<file path="src/design/jaip_pkg.sv">
`timescale 1ns / 1ps

package jaip_pkg;

    localparam int BYTE_W   = 8;
    localparam int POS_W    = 32;
    localparam int LEN_W    = 16;
    localparam int STATUS_W = 2;
    localparam int ADDR_W   = 3;
    localparam int DATA_W   = 32;

    localparam logic [BYTE_W-1:0] MARK_FF   = 8'hFF;
    localparam logic [BYTE_W-1:0] MARK_SOI  = 8'hD8;
    localparam logic [BYTE_W-1:0] MARK_APP0 = 8'hE0;
    localparam logic [BYTE_W-1:0] MARK_APP2 = 8'hE2;

    localparam logic [LEN_W-1:0] MAX_BLOB     = 16'd65533;
    localparam logic [LEN_W-1:0] LEN_FIELD_OH = 16'd2;
    localparam logic [POS_W-1:0] CAND_RESET   = 32'd2;

    localparam logic REG_BLOB_LENGTH = 1'b0;

    typedef enum logic [7:0] {
        PH_SOI0   = 8'b0000_0001,
        PH_SOI1   = 8'b0000_0010,
        PH_APP0FF = 8'b0000_0100,
        PH_APP0ID = 8'b0000_1000,
        PH_LENHI  = 8'b0001_0000,
        PH_LENLO  = 8'b0010_0000,
        PH_SEEK   = 8'b0100_0000,
        PH_APP2ID = 8'b1000_0000
    } t_phase;

    typedef enum logic [STATUS_W-1:0] {
        ST_INSERT  = 2'd0,
        ST_SHORT   = 2'd1,
        ST_BAD_SOI = 2'd2,
        ST_BEYOND  = 2'd3
    } t_status;

    typedef enum logic [1:0] {
        FLT_NONE = 2'd0,
        FLT_SOI  = 2'd2,
        FLT_OVF  = 2'd3
    } t_fault;

    typedef struct packed {
        t_status            status;
        logic [POS_W-1:0]   insert_offset;
        logic [LEN_W-1:0]   segment_length;
    } t_result;

endpackage

</file>
<file path="src/design/jaip_if.sv">
`timescale 1ns / 1ps

interface jaip_in_if;
    logic                          valid;
    logic                          ready;
    logic [jaip_pkg::BYTE_W-1:0]   image_byte;
    logic                          last_byte;

    modport source (output valid, output image_byte, output last_byte, input ready);
    modport sink (input valid, input image_byte, input last_byte, output ready);
endinterface

interface jaip_out_if;
    logic                           valid;
    logic                           ready;
    logic [jaip_pkg::STATUS_W-1:0]  status;
    logic [jaip_pkg::POS_W-1:0]     insert_offset;
    logic [jaip_pkg::LEN_W-1:0]     segment_length;

    modport source (output valid, output status, output insert_offset,
                    output segment_length, input ready);
    modport sink (input valid, input status, input insert_offset,
                  input segment_length, output ready);
endinterface

</file>
<file path="src/design/jpeg_app1_insert_point_finder_core.sv">
// A result is registered when the byte marked last is taken, into the output or skid entry.
// Throughput: one byte per cycle unless the result buffer is full; one compare, one add.
// A two-entry result buffer keeps input flowing while a result waits at the output.
// Reset (synchronous, active low) returns the parser to the SOI check, empties the
// result buffer and clears blob_length to zero.
`timescale 1ns / 1ps

module jpeg_app1_insert_point_finder_core (
    input  logic                              i_clk,
    input  logic                              i_rst_n,
    jaip_in_if.sink                           i_in,
    jaip_out_if.source                        o_out,
    input  logic                              psel,
    input  logic                              penable,
    input  logic                              pwrite,
    input  logic [jaip_pkg::ADDR_W-1:0]       paddr,
    input  logic [jaip_pkg::DATA_W-1:0]       pwdata,
    output logic [jaip_pkg::DATA_W-1:0]       prdata,
    output logic                              pready
);
    import jaip_pkg::*;

    logic [LEN_W-1:0]   r_blob_length;
    logic [POS_W-1:0]   r_byte_position, n_byte_position;
    t_phase             r_phase, n_phase;
    logic [BYTE_W-1:0]  r_length_high, n_length_high;
    logic [POS_W-1:0]   r_cand, n_cand;
    logic               r_settled, n_settled;
    t_fault             r_fault, n_fault;

    t_result            r_out, r_skid, n_result;
    logic               r_out_valid, n_out_valid;
    logic               r_skid_valid, n_skid_valid;
    logic               r_ready;

    logic               in_xfer;
    logic               push;
    logic               pop;
    logic [POS_W:0]     seg_sum;
    logic [POS_W:0]     size;
    logic               blob_bad;
    t_status            status;

    assign pready = 1'b1;
    assign prdata = (paddr[2] == REG_BLOB_LENGTH) ?
                    {{(DATA_W-LEN_W){1'b0}}, r_blob_length} : '0;

    always_ff @(posedge i_clk) begin
        if (!i_rst_n) begin
            r_blob_length <= '0;
        end else if (psel && penable && pwrite && pready && paddr[2] == REG_BLOB_LENGTH) begin
            r_blob_length <= pwdata[LEN_W-1:0];
        end
    end

    assign in_xfer    = i_in.valid && r_ready;
    assign i_in.ready = r_ready;

    always_comb begin
        n_phase       = r_phase;
        n_length_high = r_length_high;
        n_cand        = r_cand;
        n_settled     = r_settled;
        n_fault       = r_fault;
        seg_sum       = {1'b0, r_cand} + {{(POS_W-1){1'b0}}, 2'd2}
                        + {{(POS_W+1-LEN_W){1'b0}}, r_length_high, i_in.image_byte};
        unique case (r_phase)
            PH_SOI0: begin
                if (i_in.image_byte == MARK_FF) begin
                    n_phase = PH_SOI1;
                end else begin
                    n_fault   = FLT_SOI;
                    n_settled = 1'b1;
                    n_phase   = PH_SEEK;
                end
            end
            PH_SOI1: begin
                if (i_in.image_byte == MARK_SOI) begin
                    n_phase = PH_APP0FF;
                end else begin
                    n_fault   = FLT_SOI;
                    n_settled = 1'b1;
                    n_phase   = PH_SEEK;
                end
            end
            PH_APP0FF: begin
                if (i_in.image_byte == MARK_FF) begin
                    n_phase = PH_APP0ID;
                end else begin
                    n_settled = 1'b1;
                    n_phase   = PH_SEEK;
                end
            end
            PH_APP0ID: begin
                if (i_in.image_byte == MARK_APP0) begin
                    n_phase = PH_LENHI;
                end else begin
                    n_settled = 1'b1;
                    n_phase   = PH_SEEK;
                end
            end
            PH_LENHI: begin
                n_length_high = i_in.image_byte;
                n_phase       = PH_LENLO;
            end
            PH_LENLO: begin
                n_phase = PH_SEEK;
                if (seg_sum[POS_W]) begin
                    n_cand    = '1;
                    n_fault   = FLT_OVF;
                    n_settled = 1'b1;
                end else begin
                    n_cand = seg_sum[POS_W-1:0];
                    if (seg_sum <= {1'b0, r_byte_position}) begin
                        n_settled = 1'b1;
                    end
                end
            end
            PH_SEEK: begin
                if (!r_settled && r_byte_position == r_cand) begin
                    if (i_in.image_byte == MARK_FF) begin
                        n_phase = PH_APP2ID;
                    end else begin
                        n_settled = 1'b1;
                    end
                end
            end
            PH_APP2ID: begin
                if (i_in.image_byte == MARK_APP2) begin
                    n_phase = PH_LENHI;
                end else begin
                    n_settled = 1'b1;
                    n_phase   = PH_SEEK;
                end
            end
            default: begin
                n_phase = PH_SOI0;
            end
        endcase
    end

    assign n_byte_position = (r_byte_position == '1) ? r_byte_position
                                                     : r_byte_position + 1'b1;

    assign size     = {1'b0, r_byte_position} + 1'b1;
    assign blob_bad = (r_blob_length == '0) || (r_blob_length > MAX_BLOB);

    always_comb begin
        priority if (r_byte_position < 32'd3 || blob_bad) begin
            status = ST_SHORT;
        end else if (n_fault == FLT_SOI) begin
            status = ST_BAD_SOI;
        end else if (n_fault == FLT_OVF || {1'b0, n_cand} > size) begin
            status = ST_BEYOND;
        end else begin
            status = ST_INSERT;
        end
        n_result.status         = status;
        n_result.insert_offset  = (status == ST_INSERT) ? n_cand : '0;
        n_result.segment_length = (status == ST_INSERT) ? r_blob_length + LEN_FIELD_OH
                                                        : '0;
    end

    always_ff @(posedge i_clk) begin
        if (!i_rst_n) begin
            r_byte_position <= '0;
            r_phase         <= PH_SOI0;
            r_length_high   <= '0;
            r_cand          <= CAND_RESET;
            r_settled       <= 1'b0;
            r_fault         <= FLT_NONE;
        end else if (in_xfer) begin
            if (i_in.last_byte) begin
                r_byte_position <= '0;
                r_phase         <= PH_SOI0;
                r_length_high   <= '0;
                r_cand          <= CAND_RESET;
                r_settled       <= 1'b0;
                r_fault         <= FLT_NONE;
            end else begin
                r_byte_position <= n_byte_position;
                r_phase         <= n_phase;
                r_length_high   <= n_length_high;
                r_cand          <= n_cand;
                r_settled       <= n_settled;
                r_fault         <= n_fault;
            end
        end
    end

    assign push = in_xfer && i_in.last_byte;
    assign pop  = r_out_valid && o_out.ready;

    always_comb begin
        n_out_valid  = r_out_valid;
        n_skid_valid = r_skid_valid;
        if (r_skid_valid) begin
            if (pop) begin
                n_skid_valid = 1'b0;
            end
        end else if (push) begin
            if (r_out_valid && !pop) begin
                n_skid_valid = 1'b1;
            end else begin
                n_out_valid = 1'b1;
            end
        end else if (pop) begin
            n_out_valid = 1'b0;
        end
    end

    always_ff @(posedge i_clk) begin
        if (!i_rst_n) begin
            r_out_valid  <= 1'b0;
            r_skid_valid <= 1'b0;
            r_ready      <= 1'b0;
        end else begin
            r_out_valid  <= n_out_valid;
            r_skid_valid <= n_skid_valid;
            r_ready      <= !n_skid_valid;
        end
    end

    always_ff @(posedge i_clk) begin
        if (r_skid_valid) begin
            if (pop) begin
                r_out <= r_skid;
            end
        end else if (push) begin
            if (r_out_valid && !pop) begin
                r_skid <= n_result;
            end else begin
                r_out <= n_result;
            end
        end
    end

    assign o_out.valid          = r_out_valid;
    assign o_out.status         = r_out.status;
    assign o_out.insert_offset  = r_out.insert_offset;
    assign o_out.segment_length = r_out.segment_length;

`ifndef NO_ASSERTIONS
    a_skid_behind_out: assert property (@(posedge i_clk) disable iff (!i_rst_n)
        r_skid_valid |-> r_out_valid)
        else $error("Skid entry held without a result at the output.");

    a_settled_in_seek: assert property (@(posedge i_clk) disable iff (!i_rst_n)
        r_settled |-> (r_phase == PH_SEEK))
        else $error("Offset settled outside the seek phase.");

    a_last_clears: assert property (@(posedge i_clk) disable iff (!i_rst_n)
        push |=> (r_byte_position == '0 && r_phase == PH_SOI0 && r_out_valid))
        else $error("Last byte did not restart the parser and post a result.");

    a_zero_unless_insert: assert property (@(posedge i_clk) disable iff (!i_rst_n)
        (r_out_valid && r_out.status != ST_INSERT) |->
            (r_out.insert_offset == '0 && r_out.segment_length == '0))
        else $error("Nonzero offset or length with a non-insert status.");
`endif

endmodule

</file>
<file path="src/flat_wrapper.sv">
// flat-port wrapper written by rule: the top's interface ports become plain ports
module jpeg_app1_insert_point_finder_core_flat import jaip_pkg::*;
  (i_clk, i_rst_n, psel, penable, pwrite, paddr, pwdata, prdata, pready, i_in_valid, i_in_image_byte, i_in_last_byte, i_in_ready, o_out_valid, o_out_status, o_out_insert_offset, o_out_segment_length, o_out_ready);
  jaip_in_if i_in_i ();
  jaip_out_if o_out_i ();
  input  logic i_clk;
  input  logic i_rst_n;
  input  logic psel;
  input  logic penable;
  input  logic pwrite;
  input  logic [jaip_pkg::ADDR_W-1:0] paddr;
  input  logic [jaip_pkg::DATA_W-1:0] pwdata;
  output logic [jaip_pkg::DATA_W-1:0] prdata;
  output logic pready;
  input wire logic [$bits(i_in_i.valid)-1:0] i_in_valid;
  input wire logic [$bits(i_in_i.image_byte)-1:0] i_in_image_byte;
  input wire logic [$bits(i_in_i.last_byte)-1:0] i_in_last_byte;
  output wire logic [$bits(i_in_i.ready)-1:0] i_in_ready;
  output wire logic [$bits(o_out_i.valid)-1:0] o_out_valid;
  output wire logic [$bits(o_out_i.status)-1:0] o_out_status;
  output wire logic [$bits(o_out_i.insert_offset)-1:0] o_out_insert_offset;
  output wire logic [$bits(o_out_i.segment_length)-1:0] o_out_segment_length;
  input wire logic [$bits(o_out_i.ready)-1:0] o_out_ready;
  assign i_in_i.valid = i_in_valid;
  assign i_in_i.image_byte = i_in_image_byte;
  assign i_in_i.last_byte = i_in_last_byte;
  assign i_in_ready = i_in_i.ready;
  assign o_out_valid = o_out_i.valid;
  assign o_out_status = o_out_i.status;
  assign o_out_insert_offset = o_out_i.insert_offset;
  assign o_out_segment_length = o_out_i.segment_length;
  assign o_out_i.ready = o_out_ready;
  jpeg_app1_insert_point_finder_core u_core (.i_clk(i_clk), .i_rst_n(i_rst_n), .i_in(i_in_i), .o_out(o_out_i), .psel(psel), .penable(penable), .pwrite(pwrite), .paddr(paddr), .pwdata(pwdata), .prdata(prdata), .pready(pready));
endmodule
</file>
<file path="config.mk">
export PLATFORM = sky130hd
export DESIGN_NAME = jpeg_app1_insert_point_finder_core_flat
export DESIGN_NICKNAME = d
export VERILOG_FILES = /design/src/design/jaip_pkg.sv /design/src/design/jaip_if.sv /design/src/design/jpeg_app1_insert_point_finder_core.sv /design/src/flat_wrapper.sv
export SDC_FILE = /design/constraint.sdc
export NUM_CORES = 1
export LEC_CHECK = 0
export BUFFER_PORTS_ARGS = -buffer_cell sky130_fd_sc_hd__buf_2
export CORE_MARGIN = 2
export CORE_UTILIZATION = 35
export CTS_CLUSTER_DIAMETER = 80
export DETAILED_ROUTE_END_ITERATION = 8
export HOLD_SLACK_MARGIN = 0.02
export PLACE_DENSITY = 0.51
export SYNTH_ARGS = -nofsm -noshare
export SYNTH_HDL_FRONTEND = slang
export SYNTH_SLANG_ARGS = --single-unit
</file>
<file path="constraint.sdc">
create_clock -name i_clk -period 15.2 [get_ports i_clk]
set_input_delay 1.52 -clock i_clk [delete_from_list [all_inputs] [get_ports i_clk]]
set_output_delay 1.52 -clock i_clk [all_outputs]
set_load 0.03 [all_outputs]
</file>
==> impl_metrics.env <==
export IMPL_status="finished clean"
export IMPL_p_comb_frac=0.061
export IMPL_diodes=0
export IMPL_dp_hpwl_um=30700
export IMPL_power_density_nw_per_um2=83.9
export IMPL_crit_arrival_ns=8.11
export IMPL_start_util=0.353
export IMPL_io_pins=136
export IMPL_place_area_um2=14000
export IMPL_worst_r2r_setup_slack_ns=8.06
export IMPL_setup_viol=0
export IMPL_crit_path_start_kind="input pin"
export IMPL_fin_crit_sh=0.514
export IMPL_skew_ns=0.0280
export IMPL_power_switching_uw=307
export IMPL_critPathMaxFanout=96
export IMPL_grt_pass1_wl_um=62400
export IMPL_layoutNonFillerInstCount=2092
export IMPL_min_path_type="flip-flop to flip-flop"
export IMPL_drt_iter0_drc=875
export IMPL_use_met1=0.282
export IMPL_crit_buf_inv=4
export IMPL_p_sw_frac=0.247
export IMPL_syn_to_final_growth_pct=11.8
export IMPL_pwr_share_seq=0.467
export IMPL_n_fill_cell=3822
export IMPL_cts_setup_buffers=0
export IMPL_nets=1712
export IMPL_coreArea_um2=37400
export IMPL_track_usage=0.207
export IMPL_syn_inst=1528
export IMPL_hold_path_end="u_core.r_blob_length[0]$_SDFFE_PN0P_"
export IMPL_top_usage_layer="met2"
export IMPL_max_freq_mhz=128
export IMPL_portBuffers=100
export IMPL_yosys_register_bits=202
export IMPL_synth_edff_count=100
export IMPL_grt_overflow=0
export IMPL_crit_slowest_cell="nand3_4"
export IMPL_maxCapViolCount=0
export IMPL_vias=11233
export IMPL_clockPowerShare=0.472
export IMPL_ys_warn_count=0
export IMPL_rows=71
export IMPL_cts_buffers=25
export IMPL_routed_wl_um=40800
export IMPL_p_int_uw=933
export IMPL_synth_ff_type="dfxtp_1"
export IMPL_die_x_um=198
export IMPL_die_area_um2=39300
export IMPL_drt_pass1_iter_count=5
export IMPL_synth_async_reset_ratio=0
export IMPL_cts_resized=0
export IMPL_dp_cells=2046
export IMPL_clk_pin_slew_ns=0.05
export IMPL_crit_path_max_incr_delay_ns=0.77
export IMPL_clock_path_buffers=3
export IMPL_maxSlewHeadroom=0.268
export IMPL_via_per_inst=5.37
export IMPL_rsz0062_at_grt="no"
export IMPL_syn_avg_cell_area_um2=8.65
export IMPL_grt_max_degree=106
export IMPL_reg2reg_depth=17
export IMPL_gp_congestion=0.924
export IMPL_finalHoldViolCount=0
export IMPL_final_cell_mix="nand2_1, nor2_1, dfxtp_1"
export IMPL_worstSetupPathType="input pin to flip-flop"
export IMPL_ys_types=73
export IMPL_cp_cell_sequence="buf_2 > inv_1 > ha_1 > inv_1 > ha_1 > a211o_1 > a211oi_2 > nor4_2 > o211ai_2 > nand2_1 > o22ai_1 > inv_1 > ha_1 > a21oi_1 > o21ai_0 > a211oi_1 > o2111ai_1 > or4bb_4 > nand3_4 > o31ai_1"
export IMPL_cts_sinks=202
export IMPL_htreeDepth=1
export IMPL_setup_tns_ns=0
export IMPL_ant_nets=0
export IMPL_syn_cell_area_um2=13200
export IMPL_cts_tree="done"
export IMPL_cp_top_family="compound AO/OA/AOI/OAI gates"
export IMPL_die_h_um=198
export IMPL_min_period_ns=7.81
export IMPL_worst_slew_pin_slew_ns=1.10
export IMPL_root_buffer="clkbuf_16"
export IMPL_slew_violations=0
export IMPL_utilization=0.395
export IMPL_peakVddDrop_uv=66.1
export IMPL_grtUsageMet2=0.329
export IMPL_drive_gt1_frac=0.115
export IMPL_wire_per_inst_um=19.5
export IMPL_design_area_um2=14800
export IMPL_grt_util_met3=0.0291
export IMPL_antenna_found_initial=0
export IMPL_hold_depth=2
export IMPL_hold_buffers=0
export IMPL_cp_required_ns=15.50
export IMPL_regToRegEndpoint="u_core.o_out.segment_length[14]$_DFFE_PP_"
export IMPL_reg2reg_from="u_core.r_cand[15]$_SDFFE_PN0P_"
export IMPL_leakage_nw=5.98
export IMPL_remaining_drc_errors=0
export IMPL_worstHoldStart="u_core.r_blob_length[0]$_SDFFE_PN0P_"
export IMPL_grt_pass1_vias=10622
export IMPL_clk_latency_ns=0.55
export IMPL_worst_setup_path_end_kind="flip-flop"
export IMPL_synth_seq_area_share=0.382
export IMPL_final_common_cell="nand2_1"
## state kept, by name (all words and copies together) (netlist names)
name                         cells
u_core.i_in.ready                1
u_core.r_settled                 1
u_core.o_out.valid               1
u_core.r_byte_position          32
u_core.r_phase                   8
u_core.r_cand                   32
u_core.r_skid                   50
u_core.r_fault                   2
u_core.o_out.status              2
u_core.r_length_high             8
u_core.r_blob_length            16
u_core.r_skid_valid              1
u_core.o_out.segment_length     16
u_core.o_out.insert_offset      32
## power groups by stage
stage          clock [mW]  sequential (mW)  combinational (mW)
3_3_place_gp            0            0.590              0.0750
5_1_grt             0.621            0.579              0.0824
2_1_floorplan           0            0.596              0.0459
3_5_place_dp            0            0.590              0.0758
6_report            0.585            0.579              0.0756
4_1_cts             0.598            0.579              0.0760
## tightest hold or removal path, cell delays in order, from the launching register on
cell and delay [ns]:
dfxtp_1 0.32, nand2_1 0.06, a21oi_1 0.06
## worst max path at each step
| stage | slack, ns | from | endpoint | depth (start not counted) |
|---|---|---|---|---|
| 3_5_place_dp | 7.00 | i_in_image_byte[1] | u_core.o_out.insert_offset[16]$_DFFE_PP_ | 20 |
| 6_report | 7.39 | i_in_image_byte[1] | u_core.o_out.segment_length[14]$_DFFE_PP_ | 20 |
| 5_1_grt | 6.83 | i_in_image_byte[1] | u_core.o_out.segment_length[14]$_DFFE_PP_ | 20 |
| 2_1_floorplan | 7.35 | i_in_valid | u_core.r_skid[0]$_DFFE_PP_ | 4 |
| 3_3_place_gp | 7.05 | i_in_image_byte[1] | u_core.o_out.insert_offset[31]$_DFFE_PP_ | 20 |
| 4_1_cts | 7.54 | i_in_image_byte[1] | u_core.o_out.insert_offset[16]$_DFFE_PP_ | 20 |
## synthesized netlist by cell type, types with 4 or more instances
cell,n,area (µm²)
xnor2_1,64,561
a22oi_1,11,82.6
mux2i_1,16,160
a21o_1,28,210
or2_2,5,31.3
o31ai_1,51,383
nor2_1,138,518
o21a_1,12,90.1
o211a_1,4,40.0
a211oi_1,6,45.0
nand2b_1,10,62.6
dfxtp_1,102,2040
or3_1,8,50.1
nor2b_1,21,131
a31o_2,4,35.0
and4_1,12,105
nand4_1,41,257
o22ai_1,17,106
inv_1,83,312
nand3_1,47,235
and2_1,13,81.3
xor2_1,45,394
a31oi_1,6,37.5
ha_1,98,1230
buf_4,17,128
o221a_2,4,45.0
o21bai_1,6,45.0
o21ai_0,69,345
buf_2,28,140
nand2_1,173,649
a2bb2oi_1,5,43.8
nor4_1,30,188
nor3_1,25,125
edfxtp_1,100,3000
clkbuf_1,72,270
and3_1,20,125
a21oi_1,83,415
## per-stage QoR
stage	hold slack [ns]	setup WS (ns)	total power, mW
after floorplan	0.449	7.35	0.642
after global placement	0.463	7.05	0.665
after detailed placement	0.478	7.00	0.666
after global routing	0.524	6.83	1.28
final	0.491	7.39	1.24
after CTS	0.485	7.54	1.25
## cells by family after synthesis
group                    synth area share
AO/OA/AOI/OAI                       0.168
flip-flops                          0.382
XOR/XNOR                           0.0722
multiplexers                       0.0138
adder cells (fa/ha/maj)            0.0943
AND/OR/NAND/NOR                     0.204
buffers and inverters              0.0661
other                            0.000568
## layer usage
metal / wire (µm) / part of all wire / vias up
met5: 0 / 0 / -
met4: 1610 / 0.040 / 0
met3: 2330 / 0.057 / 75
met2: 18000 / 0.44 / 295
met1: 18900 / 0.46 / 5362
li1: - / - / 5501
## cell type report
| cell class | count | area, µm² | share of cell area |
|---|---|---|---|
| Multi-Input combinational cell | 1137 | 7380 | 0.500 |
| Sequential cell | 202 | 5050 | 0.342 |
| Clock buffer | 34 | 689 | 0.0467 |
| Tap cell | 511 | 639 | 0.0433 |
| Timing Repair Buffer | 112 | 591 | 0.0400 |
| Inverter | 84 | 315 | 0.0213 |
| Clock inverter | 12 | 109 | 0.00737 |
No activity file was read; power rests on OpenSTA's default activity.
